[config.mk]
export PLATFORM = sky130hd
export DESIGN_NAME = bht_row_update
export DESIGN_NICKNAME = d
export VERILOG_FILES = /design/src/rtl/assert_macros.svh /design/src/rtl/bht_pkg.sv /design/src/rtl/bht_row_update.sv
export SDC_FILE = /design/constraint.sdc
export NUM_CORES = 1
export LEC_CHECK = 0
export BUFFER_PORTS_ARGS = -buffer_cell sky130_fd_sc_hd__buf_2
export CAP_MARGIN = 25
export CORE_AREA = 2 2 244 246
export DETAILED_ROUTE_END_ITERATION = 7
export DIE_AREA = 0 0 246 248
export PLACE_DENSITY = 0.37
export RECOVER_POWER = 25
export SLEW_MARGIN = 10
export SYNTH_ARGS = -nofsm -noshare
export SYNTH_HDL_FRONTEND = slang
export SYNTH_SLANG_ARGS = --single-unit
[constraint.sdc]
create_clock -name vclk -period 3.31
set_input_delay 0 -clock vclk [all_inputs]
set_output_delay 0 -clock vclk [all_outputs]
set_load 0.01 [all_outputs]
[src/rtl/assert_macros.svh]
// Assertion helper macros used by the bucketed hash table RTL.
// No dependencies; include by bare file name in the files that check.
`ifndef ASSERT_MACROS_SVH
`define ASSERT_MACROS_SVH

// Property that must hold at every clock edge outside reset.
`define BHT_ASSERT(label, clk, rst, prop, msg) \
   label: assert property (@(posedge clk) disable iff (rst) prop) else $error(msg);

// Condition that must never be seen outside reset.
`define BHT_NEVER(label, clk, rst, cond, msg) \
   label: assert property (@(posedge clk) disable iff (rst) !(cond)) else $error(msg);

`endif

[src/rtl/bht_pkg.sv]
// Shared types and constants for the bucketed hash table.
// No dependencies; imported by every module of the block except bht_ram.
package bht_pkg;

   localparam int DEF_NUM_BUCKETS  = 16;
   localparam int DEF_BUCKET_SLOTS = 4;

   localparam int CMD_W     = 2;
   localparam int KEY_W     = 32;
   localparam int VAL_W     = 32;

   localparam logic [VAL_W-1:0] MISS_VALUE = {VAL_W{1'b1}};

   typedef logic [CMD_W-1:0] cmd_type;
   localparam cmd_type CMD_INSERT = 2'd0;
   localparam cmd_type CMD_SEARCH = 2'd1;
   localparam cmd_type CMD_DELETE = 2'd2;

   typedef enum logic [1:0] {
      ST_CLEAR,
      ST_IDLE,
      ST_HASH,
      ST_EXEC
   } state_type;

   typedef struct packed {
      logic              found;
      logic [VAL_W-1:0]  result_value;
      logic              insert_dropped;
   } rsp_type;

   typedef struct packed {
      logic    write;
      rsp_type rsp;
   } upd_type;

endpackage

[src/rtl/bht_row_update.sv]
// Bucket row engine: parallel key compare, insert append, delete with compaction.
// Depends on bht_pkg. Row layout: fill count on top, then values, keys at bit 0.
module bht_row_update
   import bht_pkg::*;
#(
   parameter int BUCKET_SLOTS = DEF_BUCKET_SLOTS
) (
   input  cmd_type    cmd,
   input  logic [KEY_W-1:0] key,
   input  logic [VAL_W-1:0] value,
   input  logic [$clog2(BUCKET_SLOTS+1)+BUCKET_SLOTS*(KEY_W+VAL_W)-1:0] row_rd,
   output logic [$clog2(BUCKET_SLOTS+1)+BUCKET_SLOTS*(KEY_W+VAL_W)-1:0] row_wr,
   output upd_type    upd
);

   localparam int FILL_W = $clog2(BUCKET_SLOTS + 1);
   localparam int ROW_W  = FILL_W + BUCKET_SLOTS * (KEY_W + VAL_W);

   logic [FILL_W-1:0]       fill_raw;
   logic [FILL_W-1:0]       fill;
   logic [FILL_W-1:0]       new_fill;
   logic [KEY_W-1:0]        keys     [BUCKET_SLOTS];
   logic [VAL_W-1:0]        vals     [BUCKET_SLOTS];
   logic [KEY_W-1:0]        new_keys [BUCKET_SLOTS];
   logic [VAL_W-1:0]        new_vals [BUCKET_SLOTS];
   logic [BUCKET_SLOTS-1:0] match;
   logic [BUCKET_SLOTS-1:0] shift;
   logic                    hit;
   logic [VAL_W-1:0]        hit_val;

   always_comb begin
      fill_raw = row_rd[ROW_W-1 -: FILL_W];
      fill     = (fill_raw > FILL_W'(BUCKET_SLOTS)) ? FILL_W'(BUCKET_SLOTS) : fill_raw;
      for (int i = 0; i < BUCKET_SLOTS; i++) begin
         keys[i]  = row_rd[i*KEY_W +: KEY_W];
         vals[i]  = row_rd[BUCKET_SLOTS*KEY_W + i*VAL_W +: VAL_W];
         match[i] = (keys[i] == key) && (FILL_W'(i) < fill);
      end
   end

   // lowest matching slot wins; shift marks it and every slot above it
   always_comb begin
      logic seen;
      seen    = 1'b0;
      hit     = 1'b0;
      hit_val = MISS_VALUE;
      for (int i = BUCKET_SLOTS - 1; i >= 0; i--) begin
         if (match[i]) begin
            hit     = 1'b1;
            hit_val = vals[i];
         end
      end
      for (int i = 0; i < BUCKET_SLOTS; i++) begin
         seen     = seen | match[i];
         shift[i] = seen;
      end
   end

   always_comb begin
      new_keys = keys;
      new_vals = vals;
      new_fill = fill;
      upd.write              = 1'b0;
      upd.rsp.found          = 1'b0;
      upd.rsp.result_value   = MISS_VALUE;
      upd.rsp.insert_dropped = 1'b0;
      case (cmd)
         CMD_INSERT: begin
            if (fill == FILL_W'(BUCKET_SLOTS)) begin
               upd.rsp.insert_dropped = 1'b1;
            end else begin
               for (int i = 0; i < BUCKET_SLOTS; i++) begin
                  if (FILL_W'(i) == fill) begin
                     new_keys[i] = key;
                     new_vals[i] = value;
                  end
               end
               new_fill  = fill + 1'b1;
               upd.write = 1'b1;
            end
         end
         CMD_SEARCH: begin
            upd.rsp.found        = hit;
            upd.rsp.result_value = hit_val;
         end
         CMD_DELETE: begin
            if (hit) begin
               upd.rsp.found = 1'b1;
               upd.write     = 1'b1;
               new_fill      = fill - 1'b1;
               for (int i = 0; i < BUCKET_SLOTS - 1; i++) begin
                  if (shift[i]) begin
                     new_keys[i] = keys[i+1];
                     new_vals[i] = vals[i+1];
                  end
               end
            end
         end
         default: begin
         end
      endcase
   end

   always_comb begin
      row_wr[ROW_W-1 -: FILL_W] = new_fill;
      for (int i = 0; i < BUCKET_SLOTS; i++) begin
         row_wr[i*KEY_W +: KEY_W]                      = new_keys[i];
         row_wr[BUCKET_SLOTS*KEY_W + i*VAL_W +: VAL_W] = new_vals[i];
      end
   end

endmodule

==> results of run 1 <==
## layer usage
metal,track usage,vias to the layer above,wire (um)
li1,-,5340,-
met1,0.229,6003,24600
met2,0.323,629,30100
met3,0.0214,57,4040
met4,0.0417,2,1230
met5,0,-,13
## per-stage QoR
step | area, sq um | setup slack (ns) | cells
floorplan | 8000 | 1.11 | 1110
global placement | 12100 | 0.172 | 2414
detailed placement | 12100 | 0.120 | 2414
CTS | 12100 | 0.0933 | 2414
global route | 12000 | 0.0534 | 2418
finish | 12000 | 0.261 | 2418
## cell type report
cell class                 instances  share of cell area
antenna                            4            0.000833
inverter                          70              0.0219
multi-input combinational        894               0.602
tap                              773              0.0805
timing repair buffer             677               0.295
## layout by cell type, fill, tap and decap left out, types with 33 or more instances in the layout
cell type                  netlist  layout
sky130_fd_sc_hd__mux2i_1        63      63
sky130_fd_sc_hd__a222oi_1       64      64
sky130_fd_sc_hd__clkbuf_1       92      63
sky130_fd_sc_hd__buf_2          47     557
sky130_fd_sc_hd__nand4_1        40      40
sky130_fd_sc_hd__a221o_1        67      67
sky130_fd_sc_hd__xor2_1         97      97
sky130_fd_sc_hd__a21o_1         33      33
sky130_fd_sc_hd__mux2_2         96      91
sky130_fd_sc_hd__o21ai_0        66      66
sky130_fd_sc_hd__inv_1          70      69
sky130_fd_sc_hd__a22oi_1        63      63
sky130_fd_sc_hd__and3_1         66      66
sky130_fd_sc_hd__nand2_1        67      67
sky130_fd_sc_hd__buf_4           1      49
## Yosys cell counts, types with 33 or more instances
master	instances
sky130_fd_sc_hd__a222oi_1	64
sky130_fd_sc_hd__and3_1	66
sky130_fd_sc_hd__a221o_1	67
sky130_fd_sc_hd__xor2_1	97
sky130_fd_sc_hd__inv_1	70
sky130_fd_sc_hd__nand2_1	67
sky130_fd_sc_hd__buf_2	47
sky130_fd_sc_hd__clkbuf_1	92
sky130_fd_sc_hd__mux2_2	96
sky130_fd_sc_hd__nand4_1	40
sky130_fd_sc_hd__a22oi_1	63
sky130_fd_sc_hd__a21o_1	33
sky130_fd_sc_hd__mux2i_1	63
sky130_fd_sc_hd__o21ai_0	66
## timing repair
item | 4_1_cts | 5_1_grt
setup endpoints to repair | 0 | 32
gates resized for setup | 0 | 1
endpoints found under the hold margin | 0 | 0
## worst max-delay path, cell delays in order
cell                       delay, ns
sky130_fd_sc_hd__buf_2          0.13
sky130_fd_sc_hd__clkbuf_1       0.30
sky130_fd_sc_hd__nor2b_1        0.46
sky130_fd_sc_hd__inv_1          0.15
sky130_fd_sc_hd__ha_1           0.26
sky130_fd_sc_hd__and2_0         0.30
sky130_fd_sc_hd__o22ai_4        0.70
sky130_fd_sc_hd__buf_4          0.33
sky130_fd_sc_hd__a222oi_1       0.13
sky130_fd_sc_hd__inv_1          0.14
sky130_fd_sc_hd__buf_2          0.14
## power breakdown
group | switching, mW | internal, mW
combinational | 0.961 | 0.630
sequential | 0 | 0
clock | 0 | 0.000000162
## path summary, 6_finish.rpt
check                   start     endpoint  slack (ns)  depth (start not counted)
setup / recovery  row_rd[258]   row_wr[28]        0.26                         11
hold / removal    row_rd[152]  row_wr[152]        0.35                          4
## cells by family after synthesis
kind of cell             Yosys count  synth area share
adder cells (fa/ha/maj)            8            0.0125
AND/OR/NAND/NOR                  268             0.194
buffers and inverters            216             0.109
AO/OA/AOI/OAI                    330             0.330
XOR/XNOR                         129             0.141
multiplexers                     159             0.214
==> tab_implementation.tex, run 1 <==
\begin{tabular}{lr}
\hline
Metric & Value \\
\hline
\multicolumn{2}{l}{\textbf{Run status}} \\
Result of the run & completed \\
\multicolumn{2}{l}{\textbf{Routing}} \\
Routed len/inst & 24.8 um \\
Antenna-violating nets left & 0 \\
Number of vias in the routed layout & 12000 \\
DRT Pass-1 Iters & 7 \\
Avg Vias per Cell & 4.98 \\
Number of DRC violations after detailed-routing iteration 0 & 994 \\
Detailed-route DRC error count & 0 \\
Total Wirelength & 60000 um \\
\multicolumn{2}{l}{\textbf{Worst setup path}} \\
Crit start category & input port \\
Highest net fanout along the worst path & 16 \\
Critical path required time & 3.31 ns \\
Classification of the worst setup path & input port to output pin \\
Kind of end point of the critical path & output pin \\
Arrival time worst endpoint & 3.05 ns \\
\multicolumn{2}{l}{\textbf{Cells and area}} \\
Area added between synthesis and finish & 50.2\% \\
Sequential cell count & 0 \\
Layout clock buffers & 0 \\
Flip-flop and latch area & 0 sq um \\
Fraction of layout cells with a size suffix above 1 & 0.442 \\
Filler Cells Inserted & 6816 \\
Layout Utilization & 0.206 \\
Footprint of the multi-input gates & 7240 sq um \\
Net total in the final layout & 1976 \\
\multicolumn{2}{l}{\textbf{Place}} \\
Routability cong. & 0.909 \\
Buffers added on ports & 619 \\
HPWL Detailed & 47100 um \\
\multicolumn{2}{l}{\textbf{Power and ir drop}} \\
Power Total & 1.59 mW \\
Pwr per Cell Area & 132 nW/um\^{}2 \\
Maximum ir drop on the vdd rail & 64.7 uV \\
Static leakage & 5.91 nW \\
\multicolumn{2}{l}{\textbf{Floorplanning}} \\
Initial standard-cell utilization of the core & 0.137 \\
Std-Cell Core Area & 58500 sq um \\
Full die area & 61000 sq um \\
Number of placed I/O pins & 619 \\
Y dimension of the die & 248 um \\
Width of the die & 246 um \\
Row count & 89 \\
\multicolumn{2}{l}{\textbf{CTS}} \\
Buffer count from post-CTS setup fixing & 0 \\
Post-CTS Hold Fix Bufs & 0 \\
\multicolumn{2}{l}{\textbf{GRT}} \\
Wire length of the first global-routing pass & 82900 um \\
Global-route usage over all layers & 0.180 \\
Number of antenna violations at the first check in global routing & 5 \\
Maximum number of pins on one net before global-route repair & 66 \\
Number of global-route vias before repair & 11500 \\
Total global routing overflow & 0 \\
\multicolumn{2}{l}{\textbf{Synth}} \\
Distinct cell type count of the synthesized netlist & 38 \\
Post-synth design cell area & 8000 sq um \\
Mapped Avg Cell Area & 7.21 sq um \\
Synth Instances & 1110 \\
Warnings from Yosys & 0 \\
Largest cells by area after synthesis & sky130\_fd\_sc\_hd\_\_mux2\_2 14\%, sky130\_fd\_sc\_hd\_\_xor2\_1 11\%, sky130\_fd\_sc\_hd\_\_a221o\_1 8.4\% \\
Sequential fraction of the synthesis area & 0 \\
Area fraction of the dominant cell type after synthesis & 0.135 \\
Cell type with the highest aggregate area in the netlist & sky130\_fd\_sc\_hd\_\_mux2\_2 \\
Net count after synthesis & 1443 \\
\multicolumn{2}{l}{\textbf{Timing}} \\
Final period utilization & 0.921 \\
Peak Freq & 328 MHz \\
Hold slack & 0.345 ns \\
Post-route setup TNS & 0 ns \\
Worst Tran Pin Value & 1.20 ns \\
Headroom to the max-slew limit & 0.202 \\
Pins over their slew limit & 0 \\
RSZ-0062 raised after global routing & no \\
Final critical delay including setup and external delays & 3.05 ns \\
Final hold viol count & 0 \\
Endpoints failing setup & 0 \\
\multicolumn{2}{l}{\textbf{Job}} \\
Max-cap violations & 0 \\
\multicolumn{2}{l}{\textbf{Min path}} \\
Tightest Hold Check Type & input port to output pin \\
\hline
\end{tabular}
Power figures use the tool's default switching activity.
==> inputs of run 2 (changes only) <==
clock period = 3.05 ns   (was 3.31 ns; I/O delays follow)
==> run 2 against run 1 <==
  * Worst setup slack lost 0.16 ns
  * Critical path depth grew 1
  * Routed wire length shrank 0.56%
  * Worst hold slack lost 0.0051 ns
  * Combinational power grew 9%
  * Non-clock buffer count grew 15
  * Sequential share of layout area is the same
  * Global-route usage shrank 0.064 points
  * Total power grew 9.3%
  * Utilization grew 0.31 points
  * Critical path type unchanged
  * Highest routed layer unchanged
==> tab_implementation.tex, run 2 (synthesis gave the netlist of run 1 again) <==
\begin{tabular}{lr}
\hline
Metric & Value \\
\hline
\multicolumn{2}{l}{\textbf{Cells and area}} \\
Most frequent cells in the layout & 562 x sky130\_fd\_sc\_hd\_\_buf\_2, 97 x sky130\_fd\_sc\_hd\_\_xor2\_1, 94 x sky130\_fd\_sc\_hd\_\_mux2\_2 \\
Flip-flop and latch area & 0 sq um \\
Sequential cell count & 0 \\
Filler Cells Inserted & 6792 \\
Fraction of layout cells with a size suffix above 1 & 0.454 \\
Area added between synthesis and finish & 52.4\% \\
Net total in the final layout & 1991 \\
Number of standard cells in the final layout excluding fillers & 2433 \\
Most common cell after layout, fill and taps aside & sky130\_fd\_sc\_hd\_\_buf\_2 \\
Layout clock buffers & 0 \\
\multicolumn{2}{l}{\textbf{GRT}} \\
Met2 demand-to-capacity share in global routing & 0.328 \\
Gr busiest metal & met2 \\
GR met1 Demand/Resource & 0.233 \\
Total global routing overflow & 0 \\
Number of global-route vias before repair & 11500 \\
Number of antenna violations at the first check in global routing & 5 \\
Global-route usage over all layers & 0.180 \\
Wire length of the first global-routing pass & 82300 um \\
Global routing met3 resource utilization & 0.0159 \\
Maximum number of pins on one net before global-route repair & 51 \\
\multicolumn{2}{l}{\textbf{Power and ir drop}} \\
Static leakage & 6.03 nW \\
Maximum ir drop on the vdd rail & 70.3 uV \\
Pwr per Cell Area & 143 nW/um\^{}2 \\
\multicolumn{2}{l}{\textbf{Worst setup path}} \\
Kind of end point of the critical path & output pin \\
Arrival time worst endpoint & 2.95 ns \\
Crit start category & input port \\
Critical path required time & 3.05 ns \\
Classification of the worst setup path & input port to output pin \\
Setup crit start & key[10] \\
Highest net fanout along the worst path & 34 \\
\multicolumn{2}{l}{\textbf{Timing}} \\
Final critical delay including setup and external delays & 2.95 ns \\
Final hold viol count & 0 \\
Peak Freq & 339 MHz \\
Worst Tran Pin Value & 0.981 ns \\
Pins over their slew limit & 0 \\
Endpoints failing setup & 0 \\
Headroom to the max-slew limit & 0.346 \\
Final period utilization & 0.968 \\
Post-route setup TNS & 0 ns \\
\multicolumn{2}{l}{\textbf{Floorplanning}} \\
Number of placed I/O pins & 619 \\
Width of the die & 246 um \\
Full die area & 61000 sq um \\
Initial standard-cell utilization of the core & 0.137 \\
Row count & 89 \\
Y dimension of the die & 248 um \\
Std-Cell Core Area & 58500 sq um \\
\multicolumn{2}{l}{\textbf{Min path}} \\
Hold Crit Start & row\_rd[139] \\
Tightest Hold Check Type & input port to output pin \\
\multicolumn{2}{l}{\textbf{Place}} \\
Post-Place Cells & 2429 \\
HPWL Detailed & 47400 um \\
Routability cong. & 0.915 \\
Buffers added on ports & 619 \\
\multicolumn{2}{l}{\textbf{CTS}} \\
Post-CTS Hold Fix Bufs & 0 \\
Buffer count from post-CTS setup fixing & 0 \\
\multicolumn{2}{l}{\textbf{Routing}} \\
Antenna-violating nets left & 0 \\
Number of vias in the routed layout & 11900 \\
Detailed-route DRC error count & 0 \\
DRT Pass-1 Iters & 8 \\
Total Wirelength & 59700 um \\
Routed len/inst & 24.5 um \\
Avg Vias per Cell & 4.88 \\
Number of DRC violations after detailed-routing iteration 0 & 938 \\
\multicolumn{2}{l}{\textbf{Job}} \\
Max-cap violations & 0 \\
\multicolumn{2}{l}{\textbf{Run status}} \\
Result of the run & completed \\
\hline
\end{tabular}
## run 2: layout make-up
cell class | instances | area (sq um) | area share
Inverter | 70 | 263 | 0.0215
Multi-Input combinational cell | 894 | 7260 | 0.595
Tap cell | 773 | 967 | 0.0793
Timing Repair Buffer | 692 | 3690 | 0.303
Antenna cell | 4 | 10.0 | 0.000821
## run 2: worst paths after layout
path | endpoint | slack (ns) | cells after the start
min | upd[12] | 0.34 | 4
max | row_wr[142] | 0.1 | 12
## run 2: metal layers
layer | vias up | wire (um)
met2 | 584 | 30400
met3 | 35 | 3820
met5 | - | 13
met1 | 5882 | 24800
met4 | 2 | 654
li1 | 5374 | -
## run 2: critical path, cell delays in order
cell                       delay [ns]
sky130_fd_sc_hd__buf_2           0.18
sky130_fd_sc_hd__xor2_1          0.19
sky130_fd_sc_hd__nor4_2          0.41
sky130_fd_sc_hd__buf_4           0.18
sky130_fd_sc_hd__nand3_1         0.21
sky130_fd_sc_hd__nor4_4          0.39
sky130_fd_sc_hd__buf_6           0.24
sky130_fd_sc_hd__buf_12          0.22
sky130_fd_sc_hd__mux2_2          0.35
sky130_fd_sc_hd__a222oi_1        0.28
sky130_fd_sc_hd__inv_1           0.09
sky130_fd_sc_hd__buf_2           0.15
## run 2: through the flow
step | setup WS, ns | instance area (sq um) | total power, mW | hold slack, ns | util
floorplan | 0.848 | 8000 | 0.785 | 0.129 | -
global placement | -0.0199 | 12200 | 1.74 | 0.345 | 0.209
detailed placement | -0.0797 | 12300 | 1.74 | 0.344 | 0.210
CTS | 0.0360 | 12300 | 1.75 | 0.345 | 0.210
global route | -0.0172 | 12200 | 1.86 | 0.373 | 0.209
finish | 0.0991 | 12200 | 1.74 | 0.340 | 0.209
## run 2: report_power, final
part / switching, mW / total, mW / leakage (nW) / internal (mW)
combinational: 1.04 / 1.74 / 6.03 / 0.699
sequential: 0 / 0 / 0 / 0
clock: 0 / 0.000000176 / 0.0000254 / 0.000000176
## run 2: what timing repair did
item                                   in CTS  in global routing
endpoints found under the hold margin       0                  0
gates resized for setup                     3                  3
setup endpoints to repair                  24                 28
pin swaps                                   0                  2
