File: config.mk
export PLATFORM = sky130hd
export DESIGN_NAME = bht_ram
export DESIGN_NICKNAME = d
export VERILOG_FILES = /design/src/rtl/assert_macros.svh /design/src/rtl/bht_ram.sv
export SDC_FILE = /design/constraint.sdc
export NUM_CORES = 1
export LEC_CHECK = 0
export ABC_AREA = 0
export BUFFER_PORTS_ARGS = -buffer_cell sky130_fd_sc_hd__buf_2
export CORE_ASPECT_RATIO = 1.75
export CORE_UTILIZATION = 55
export DETAILED_ROUTE_END_ITERATION = 6
export PLACE_DENSITY = 0.73
export SLEW_MARGIN = 20
export SYNTH_ARGS = -nofsm -noshare
export SYNTH_HDL_FRONTEND = slang
export SYNTH_SLANG_ARGS = --single-unit
File: constraint.sdc
create_clock -name clock -period 2.5 [get_ports clock]
set_input_delay 0.625 -clock clock [delete_from_list [all_inputs] [get_ports clock]]
set_output_delay 0.625 -clock clock [all_outputs]
set_load 0.05 [all_outputs]
File: src/rtl/assert_macros.svh
// Assertion helper macros used by the bucketed hash table RTL.
// No dependencies; include by bare file name in the files that check.
`ifndef ASSERT_MACROS_SVH
`define ASSERT_MACROS_SVH

// Property that must hold at every clock edge outside reset.
`define BHT_ASSERT(label, clk, rst, prop, msg) \
   label: assert property (@(posedge clk) disable iff (rst) prop) else $error(msg);

// Condition that must never be seen outside reset.
`define BHT_NEVER(label, clk, rst, cond, msg) \
   label: assert property (@(posedge clk) disable iff (rst) !(cond)) else $error(msg);

`endif

File: src/rtl/bht_ram.sv
// Generic single-write, single-read synchronous RAM with registered read data.
// No dependencies.
module bht_ram #(
   parameter int WIDTH = 8,
   parameter int DEPTH = 16
) (
   input  logic                     clock,
   input  logic                     wr_en,
   input  logic [$clog2(DEPTH)-1:0] wr_addr,
   input  logic [WIDTH-1:0]         wr_data,
   input  logic                     rd_en,
   input  logic [$clog2(DEPTH)-1:0] rd_addr,
   output logic [WIDTH-1:0]         rd_data
);

   logic [WIDTH-1:0] mem_ff [DEPTH];
   logic [WIDTH-1:0] rd_data_ff;

   always_ff @(posedge clock) begin
      if (wr_en) begin
         mem_ff[wr_addr] <= wr_data;
      end
      if (rd_en) begin
         rd_data_ff <= mem_ff[rd_addr];
      end
   end

   assign rd_data = rd_data_ff;

endmodule

==> results.json, run 1 <==
{
  "worstMarginPinSlew_ns": 0.752,
  "cap_violations": 0,
  "p_int_mw": 4.14,
  "cp-start-kind": "primary input",
  "drc": 0,
  "clk_latency_ns": 0.41,
  "dieArea_mm2": 0.00991,
  "finalCriticalPeriod_ns": 1.72,
  "firstDrtPassIters": 5,
  "routabilityCongestion": 0.780,
  "port_buffers": 26,
  "power.density_mw_per_mm2": 847,
  "p_leak_nw": 2.10,
  "vias": 2477,
  "power_frac_comb_pct": 5.2,
  "clock_power_share_pct": 45.5,
  "synthesis.area_mm2": 0.00523,
  "drtIter0Drc": 293,
  "place_hpwl_um": 6210,
  "critical_path_arrival_ns": 1.89,
  "ys_ff_latch": 136,
  "die_h_um": 131,
  "max_freq_mhz": 580,
  "power.total_mw": 5.24,
  "setup_ws_ns": 0.776,
  "finClkSkew_ns": 0.00804,
  "yosysWarnings": 0,
  "vias_per_cell": 5.93,
  "htreeDepth": 4,
  "synth_fp_nets": 248,
  "fin_crit_sh_pct": 69.0,
  "hold_buffers": 0,
  "ant_nets": 0,
  "track_usage_pct": 23.4,
  "cp_cell_sequence": "buf_2 > buf_4 > mux4_1 > a22oi_1 > nand2_1",
  "clk_path_buf_depth": 2,
  "grt_max_degree": 33,
  "fin_nets": 304,
  "hp-class": "primary input to flip-flop",
  "die_x_um": 75.7,
  "ys_seq_area_share_pct": 78.1,
  "outcome": "completed",
  "final.setup.tns_ns": 0,
  "area_growth_pct": 18.3,
  "n_antenna_cell": 0,
  "stdcell_count": 418,
  "grt_pass1_vias": 2552,
  "wl_um": 9840,
  "post-cts-setup-buffers": 0,
  "critPathKind": "primary input to flip-flop",
  "start_util_pct": 57.1,
  "cts_resized": 0,
  "p_switching_mw": 1.10,
  "clock-sinks": 136,
  "coreArea_mm2": 0.00915,
  "worst_path_max_delay_cell": "mux4_1",
  "grt-ovfl-total": 0,
  "cp_top_family": "multiplexers",
  "max_slew_margin_pct": 49.7,
  "root_buffer": "clkbuf_16",
  "peakVddDrop_v": 0.000664,
  "setup_viol": 0,
  "grt_setup_unrepaired": "no",
  "yosysUniqueCellTypes": 18,
  "clk_pin_slew_ns": 0.06,
  "antenna_found_initial": 0,
  "hold_viol_final": 0,
  "grt_pass1_wl_um": 14900,
  "drive_gt1_share_pct": 32.6,
  "power_switching_share_pct": 20.9,
  "crit_required_ns": 2.66,
  "fillers": 578,
  "worst-path-max-fanout": 10,
  "cts_tree": "yes",
  "seqPwrFrac_pct": 49.3,
  "syn_inst": 229,
  "pre_cts_ws_ns": 0.358,
  "slew_viol_final": 0,
  "cts_made_buffers": 17,
  "post_drt_wl_per_cell_um": 23.5,
  "avgSynthCellArea_um2": 22.8,
  "critPathBufInv": 2,
  "row_count": 46,
  "crit_path_end_kind": "flip-flop",
  "cp_slowest_stage_delay_ns": 0.62,
  "dp.cells": 386,
  "io_pins": 27
}
## layout by cell type, fill, tap and decap left out, types with 2 or more instances in the layout
cell and instances:
clkinv_4 4, nand2b_1 2, nand3b_1 2, buf_12 2
mux4_1 14, a22oi_1 16, buf_4 19, clkbuf_16 17
clkinv_2 2, buf_2 26, mux4_2 18, nand2_1 9
clkinvlp_4 5, nor3_1 4, bufinv_16 2, edfxtp_1 136
nor2_1 13
## power by group through the flow
stage               combinational (mW)  clock (mW)  sequential, mW
floorplan                        0.130           0            2.67
global placement                 0.267           0            2.63
detailed placement               0.272           0            2.63
CTS                              0.274        2.41            2.58
global route                     0.291        2.50            2.59
finish                           0.270        2.38            2.58
## cells in the mapped netlist
master	n	area share [%]
or3b_2	1	0.17
a22oi_1	16	2.3
mux4_1	14	7.0
edfxtp_1	136	78
buf_6	3	0.65
buf_2	3	0.29
and2_1	1	0.12
nand3b_1	2	0.29
nand2b_1	2	0.24
nor2b_1	1	0.12
clkdlybuf4s25_2	3	0.57
buf_4	1	0.14
nor2_1	13	0.93
nand3_1	1	0.096
nand2_1	9	0.65
mux4_2	18	7.8
and2b_1	1	0.14
nor3_1	4	0.38
## final timing paths
check	start	endpoint	slack (ns)	cells after the start
setup reg to reg	mem_ff[6][0]$_DFFE_PP_	rd_data[0]$_DFFE_PP_	1.03	3
hold reg to reg	mem_ff[14][5]$_DFFE_PP_	rd_data[5]$_DFFE_PP_	0.74	3
setup / recovery	rd_addr[0]	rd_data[2]$_DFFE_PP_	0.78	5
hold / removal	rd_en	rd_data[5]$_DFFE_PP_	0.58	1
## sequential cells by signal (all words and copies together), names as in the netlist
signal   flops
mem_ff     128
rd_data      8
## area by class of cell
type	instances	area, um^2	share of cell area, %
clock inverter	14	151	2.45
multi-input combinational	83	1060	17.1
timing repair buffer	47	313	5.06
clock buffer	18	429	6.94
tap	120	150	2.43
sequential	136	4080	66.0
## metal layers
metal  part of all wire, %  GRT usage, %  vias to the layer above
met2                    56          40.1                       93
met4                   2.1          9.59                        0
met3                   4.3          6.60                       15
met1                    37          27.3                     1274
li1                      -             -                     1095
met5                     0             0                        -
## per-stage QoR
step	instance area (um^2)	utilization, %	hold WS, ns
CTS	6180	67.6	0.559
global route	6180	67.6	0.566
floorplan	5230	-	0.705
finish	6180	67.6	0.578
global placement	5600	61.2	0.721
detailed placement	5600	61.2	0.735
## cells by family (layout without fill, tap and decap cells)
logic type,Yosys count,count (layout),synth area share (%)
muxes,32,32,14.8
AOI/OAI and AO/OA,16,16,2.30
and+or+nand+nor,35,35,3.14
buffers and inverters,10,79,1.65
DFF,136,136,78.1
(Power assumes the default switching activity.)
==> run 2: changes to the inputs <==
--- a/config.mk
+++ b/config.mk
@@ -5,7 +5,7 @@
 export SDC_FILE = /design/constraint.sdc
 export NUM_CORES = 1
 export LEC_CHECK = 0
-export ABC_AREA = 0
+export ABC_AREA = 1
 export BUFFER_PORTS_ARGS = -buffer_cell sky130_fd_sc_hd__buf_2
 export CORE_ASPECT_RATIO = 1.75
 export CORE_UTILIZATION = 55
==> constraint.sdc (replaced) <==
create_clock -name clock -period 1.6 [get_ports clock]
set_input_delay 0.4 -clock clock [delete_from_list [all_inputs] [get_ports clock]]
set_output_delay 0.4 -clock clock [all_outputs]
set_load 0.05 [all_outputs]
==> run 2 against run 1 <==
Compared with the run above:
- sequential share of layout area shrank 5.9 points
- routed wire length grew 30%
- synthesized cell count up 140%
- sequential power grew 57%
- first-iteration DRC count grew 33%
- total power is 64% higher
- cell area is 9.9% higher
- via count is 59% higher
- register-to-register slack lost 0.61 ns
- clock skew up 0.0025 ns
- critical endpoint is now rd_data[2]
- largest power group unchanged
==> results.json, run 2 <==
{
  "outcome": "completed",
  "critical_path_arrival_ns": 1.07,
  "wl_um": 12800,
  "netlist.area_leader.share_pct": 69.8,
  "cap_violations": 0,
  "place_hpwl_um": 7880,
  "track_usage_pct": 26.0,
  "grt-ovfl-total": 0,
  "clk_pin_slew_ns": 0.06,
  "synth_ff_type": "edfxtp_1",
  "crit_path_end_kind": "output port",
  "setup_viol": 0,
  "post-cts-setup-buffers": 0,
  "final_cell_mix": "173 x nand2_1, 136 x edfxtp_1, 100 x inv_1",
  "grt_setup_unrepaired": "no",
  "ant_nets": 0,
  "fin_area_mm2": 0.00679,
  "fin_nets": 613,
  "synth_fp_nets": 570,
  "power_switching_share_pct": 21.4,
  "ys_ff_latch": 136,
  "clock-sinks": 136,
  "drc": 0,
  "clk_path_buf_depth": 2,
  "power.density_mw_per_mm2": 1260,
  "cp_slowest_stage_delay_ns": 0.42,
  "routabilityCongestion": 0.846,
  "dp.cells": 702,
  "cp-start-kind": "flip-flop",
  "die_x_um": 79.9,
  "cp_cell_sequence": "buf_2",
  "finClkSkew_ns": 0.0105,
  "seqPwrFrac_pct": 47.0,
  "regMostFlops": "mem_ff",
  "worst-path-max-fanout": 1,
  "firstDrtPassIters": 5,
  "syn_inst": 551,
  "multi_input_area_mm2": 0.00121,
  "post_drt_wl_per_cell_um": 17.5,
  "drtIter0Drc": 390,
  "fillers": 749,
  "htreeDepth": 4,
  "vias_per_cell": 5.36,
  "row_count": 49,
  "root_buffer": "clkbuf_16",
  "p_switching_mw": 1.83,
  "vias": 3931,
  "grt_pass1_wl_um": 20600,
  "cp_top_family": "flip-flops",
  "area_growth_pct": 16.2,
  "peakVddDrop_v": 0.00103,
  "worst_path_max_delay_cell": "edfxtp_1",
  "cts_resized": 0,
  "worstMarginPinSlew_ns": 0.591,
  "drive_gt1_share_pct": 13.0,
  "power.total_mw": 8.58,
  "fin_util_pct": 66.0,
  "dieArea_mm2": 0.0111,
  "power_frac_comb_pct": 6.4,
  "io_pins": 27,
  "die_h_um": 138,
  "start_util_pct": 56.8,
  "p_int_mw": 6.75,
  "yosysWarnings": 0,
  "final_common_cell": "nand2_1",
  "final.setup.tns_ns": 0,
  "fin_crit_sh_pct": 92.0,
  "clk_latency_ns": 0.42,
  "ys_seq_area_share_pct": 69.8,
  "regArea_mm2": 0.00408,
  "max_freq_mhz": 679,
  "synthesis.area_mm2": 0.00585,
  "port_buffers": 26,
  "synth_commonest_cells": "173 x nand2_1, 136 x edfxtp_1, 100 x inv_1, 97 x nand3_1, 17 x nor2_1",
  "critPathBufInv": 1,
  "max_slew_margin_pct": 60.5,
  "yosysUniqueCellTypes": 11,
  "synth_largest_area_cell": "edfxtp_1",
  "slew_viol_final": 0,
  "cts_made_buffers": 17,
  "antenna_found_initial": 0,
  "coreArea_mm2": 0.0103,
  "stdcell_count": 733,
  "yosys.cell_count.top_type": "nand2_1",
  "hold_buffers": 0,
  "async_flop_share_pct": 0,
  "synth_edf_count": 136,
  "critPathKind": "flip-flop to output port",
  "crit_required_ns": 1.20,
  "avgSynthCellArea_um2": 10.6,
  "grt_pass1_vias": 3946,
  "grt_max_degree": 65,
  "placedInstanceArea_mm2": 0.00618,
  "clock_power_share_pct": 46.6,
  "largest_reg_flops": 128,
  "cts_tree": "yes",
  "hold_viol_final": 0,
  "finalCriticalPeriod_ns": 1.47,
  "p_leak_nw": 2.94,
  "hp-class": "primary input to flip-flop",
  "n_antenna_cell": 0,
  "synth_area_leaders": "edfxtp_1 70%, nand2_1 11%, nand3_1 8.3%, inv_1 6.4%, buf_6 1.2%"
}
==> run 2: worst register-to-register path, delay by kind of cell (launching register included) <==
family / cells / cell delay, ns
buf+inv: 1 / 0.08
flops: 1 / 0.37
simple gates: 5 / 0.46
==> run 2: power groups by stage <==
stage	clock (mW)	sequential (mW)	combinational [mW]
floorplan	0	4.17	0.281
global placement	0	4.11	0.529
detailed placement	0	4.11	0.542
CTS	4.03	4.04	0.548
global route	4.19	4.04	0.601
finish	4.00	4.04	0.547
==> run 2: final cells by class <==
type / instances / share of cell area (%)
clock buffer: 18 / 6.32
clock inverter: 13 / 2.65
sequential: 136 / 60.1
inverter: 102 / 5.64
tap: 127 / 2.34
timing repair buffer: 48 / 5.08
multi-input combinational: 289 / 17.9
==> run 2: worst paths after layout <==
kind	from	endpoint	slack, ns	cells after the start
worst max-delay path	rd_data[2]$_DFFE_PP_	rd_data[2]	0.13	1
worst min-delay path	rd_en	rd_data[4]$_DFFE_PP_	0.35	1
worst max register to register	mem_ff[13][7]$_DFFE_PP_	rd_data[7]$_DFFE_PP_	0.42	6
worst min register to register	mem_ff[14][4]$_DFFE_PP_	rd_data[4]$_DFFE_PP_	0.76	6
==> run 2: routing by layer <==
| metal | GRT usage, % | part of all wire, % | vias to the layer above |
|---|---|---|---|
| li1 | - | - | 1860 |
| met1 | 31.8 | 38 | 1851 |
| met2 | 42.7 | 53 | 191 |
| met3 | 6.47 | 5.9 | 29 |
| met4 | 12.2 | 3.1 | 0 |
| met5 | 0 | 0 | - |
==> run 2: stage by stage <==
step                worst slack, ns  hold slack, ns
global placement            -0.0424           0.724
CTS                          0.0769           0.339
floorplan                     0.249           0.499
finish                        0.128           0.348
detailed placement          -0.0609           0.734
global route                 0.0793           0.336
==> run 2: cells by family (layout without fill, tap and decap cells) <==
family	after synthesis	after routing	share of synthesized area, %
buf+inv	126	181	9.39
flops	136	136	69.8
simple gates	289	289	20.8
==> run 3: changes to the inputs <==
==> constraint.sdc (replaced) <==
create_clock -name clock -period 1.6 [get_ports clock]
set_input_delay 0.32 -clock clock [delete_from_list [all_inputs] [get_ports clock]]
set_output_delay 0.32 -clock clock [all_outputs]
set_load 0.05 [all_outputs]
==> run 3 against run 2 <==
Compared with the run above:
- sequential power is essentially flat
- cell area about the same
- routed wire length up 1.0%
- largest cell class unchanged
- critical endpoint unchanged
- fmax grew 5.2%
- highest routed layer unchanged
- worst hold slack lost 0.086 ns
- setup slack better by 0.073 ns
- sequential share of layout area down 0.055 points
- critical path type unchanged
- critical path depth unchanged
- clock power rose by 2%
- clock skew down 0.0032 ns
- utilization is 0.061 points higher
- total power grew 0.99%
==> results.json, run 3 (synthesized netlist as in run 2, its figures left out) <==
{
  "power.density_mw_per_mm2": 1270,
  "power_frac_comb_pct": 6.3,
  "fin_nets": 613,
  "clk_pin_slew_ns": 0.06,
  "htreeDepth": 4,
  "finClkSkew_ns": 0.00730,
  "track_usage_pct": 25.5,
  "drtIter0Drc": 400,
  "setup_viol": 0,
  "n_antenna_cell": 0,
  "row_count": 49,
  "hp-class": "primary input to flip-flop",
  "die_h_um": 138,
  "area_growth_pct": 16.3,
  "stdcell_count": 734,
  "max_freq_mhz": 715,
  "root_buffer": "clkbuf_16",
  "cap_violations": 0,
  "grt_max_degree": 65,
  "seqPwrFrac_pct": 46.6,
  "grt_setup_unrepaired": "no",
  "grt-ovfl-total": 0,
  "clk_path_buf_depth": 2,
  "cp_cell_sequence": "buf_2",
  "crit_path_end_kind": "output port",
  "cp_top_family": "flip-flops",
  "coreArea_mm2": 0.0103,
  "drive_gt1_share_pct": 13.3,
  "hold_viol_final": 0,
  "worstMarginPinSlew_ns": 0.628,
  "vias": 3934,
  "die_x_um": 79.9,
  "crit_required_ns": 1.28,
  "p_int_mw": 6.77,
  "peakVddDrop_v": 0.000924,
  "dieArea_mm2": 0.0111,
  "start_util_pct": 56.8,
  "hold_slack_ns": 0.261,
  "cts_resized": 0,
  "antenna_found_initial": 0,
  "slew_viol_final": 0,
  "critical_path_arrival_ns": 1.08,
  "outcome": "completed",
  "drc": 0,
  "firstDrtPassIters": 4,
  "worst-path-max-fanout": 1,
  "max_slew_margin_pct": 58.1,
  "p_switching_mw": 1.90,
  "hold_buffers": 0,
  "cp_slowest_stage_delay_ns": 0.38,
  "place_hpwl_um": 7950,
  "final_cell_mix": "173 x nand2_1, 136 x edfxtp_1, 100 x inv_1",
  "fin_crit_sh_pct": 87.5,
  "post_drt_wl_per_cell_um": 17.6,
  "cts_made_buffers": 17,
  "p_leak_nw": 2.95,
  "routabilityCongestion": 0.835,
  "final_common_cell": "nand2_1",
  "cts_tree": "yes",
  "grt_pass1_vias": 3821,
  "port_buffers": 26,
  "crit_start": "rd_data[2]$_DFFE_PP_",
  "power.total_mw": 8.67,
  "min_from": "rd_en",
  "ant_nets": 0,
  "finalCriticalPeriod_ns": 1.40,
  "grt_pass1_wl_um": 20000,
  "post-cts-setup-buffers": 0,
  "dp.cells": 702,
  "vias_per_cell": 5.36,
  "io_pins": 27,
  "cp-start-kind": "flip-flop",
  "power_switching_share_pct": 21.9,
  "critPathKind": "flip-flop to output port",
  "critPathBufInv": 1,
  "worst_path_max_delay_cell": "edfxtp_1",
  "largest_reg_flops": 128,
  "clock-sinks": 136,
  "clk_latency_ns": 0.42,
  "wl_um": 12900,
  "regMostFlops": "mem_ff",
  "clock_power_share_pct": 47.1,
  "r2r_start": "mem_ff[13][0]$_DFFE_PP_"
}
run 3: cell count changes in the layout (fill, tap and decap cells not counted):
cell	previous run	this run
clkinvlp_4	5	4
clkinv_4	1	4
buf_12	4	3
clkinv_2	2	1
inv_6	0	1
buf_4	18	19
clkbuf_1	1	0
run 3: path summary, 6_finish.rpt:
check                                       endpoint  slack, ns  cells after the start
worst min register to register  rd_data[4]$_DFFE_PP_       0.75                      6
worst max register to register  rd_data[0]$_DFFE_PP_       0.35                      6
worst max-delay path                      rd_data[2]       0.20                      1
worst min-delay path            rd_data[4]$_DFFE_PP_       0.26                      1
run 3: power by group through the flow:
stage,registers [mW],logic [mW],clock network (mW)
CTS,4.04,0.547,4.11
detailed placement,4.11,0.539,0
global route,4.04,0.596,4.25
global placement,4.11,0.525,0
finish,4.04,0.546,4.08
floorplan,4.17,0.281,0
run 3: cell type report:
| class | count | area (um^2) |
|---|---|---|
| Inverter | 102 | 383 |
| Timing Repair Buffer | 48 | 333 |
| Tap cell | 127 | 159 |
| Fill cell | 777 | 3500 |
| Clock inverter | 15 | 203 |
| Clock buffer | 17 | 425 |
| Multi-Input combinational cell | 289 | 1210 |
| Sequential cell | 136 | 4080 |
run 3: routing by layer:
| layer | track usage [%] | share of wire, % | vias to the layer above |
|---|---|---|---|
| met1 | 29.9 | 37 | 1857 |
| met4 | 15.2 | 4.2 | 0 |
| li1 | - | - | 1865 |
| met3 | 6.80 | 6.5 | 36 |
| met2 | 41.3 | 52 | 176 |
| met5 | 0 | 0 | - |
run 3: worst register-to-register path: cells and delay by family, from the launching register on:
family,cells,cell delay (ns)
flip-flops,1,0.38
AND/OR/NAND/NOR,5,0.56
buffers and inverters,1,0.07
run 3: metrics by stage:
step                      TNS, ns  worst slack (ns)  util (%)  cell area (um^2)
after detailed placement  -0.0162           -0.0162      59.9              6170
after floorplan                 0             0.329         -              5850
after CTS                       0             0.157      66.0              6800
after global routing            0             0.158      66.0              6800
final                           0             0.201      66.0              6800
after global placement          0            0.0365      59.9              6170
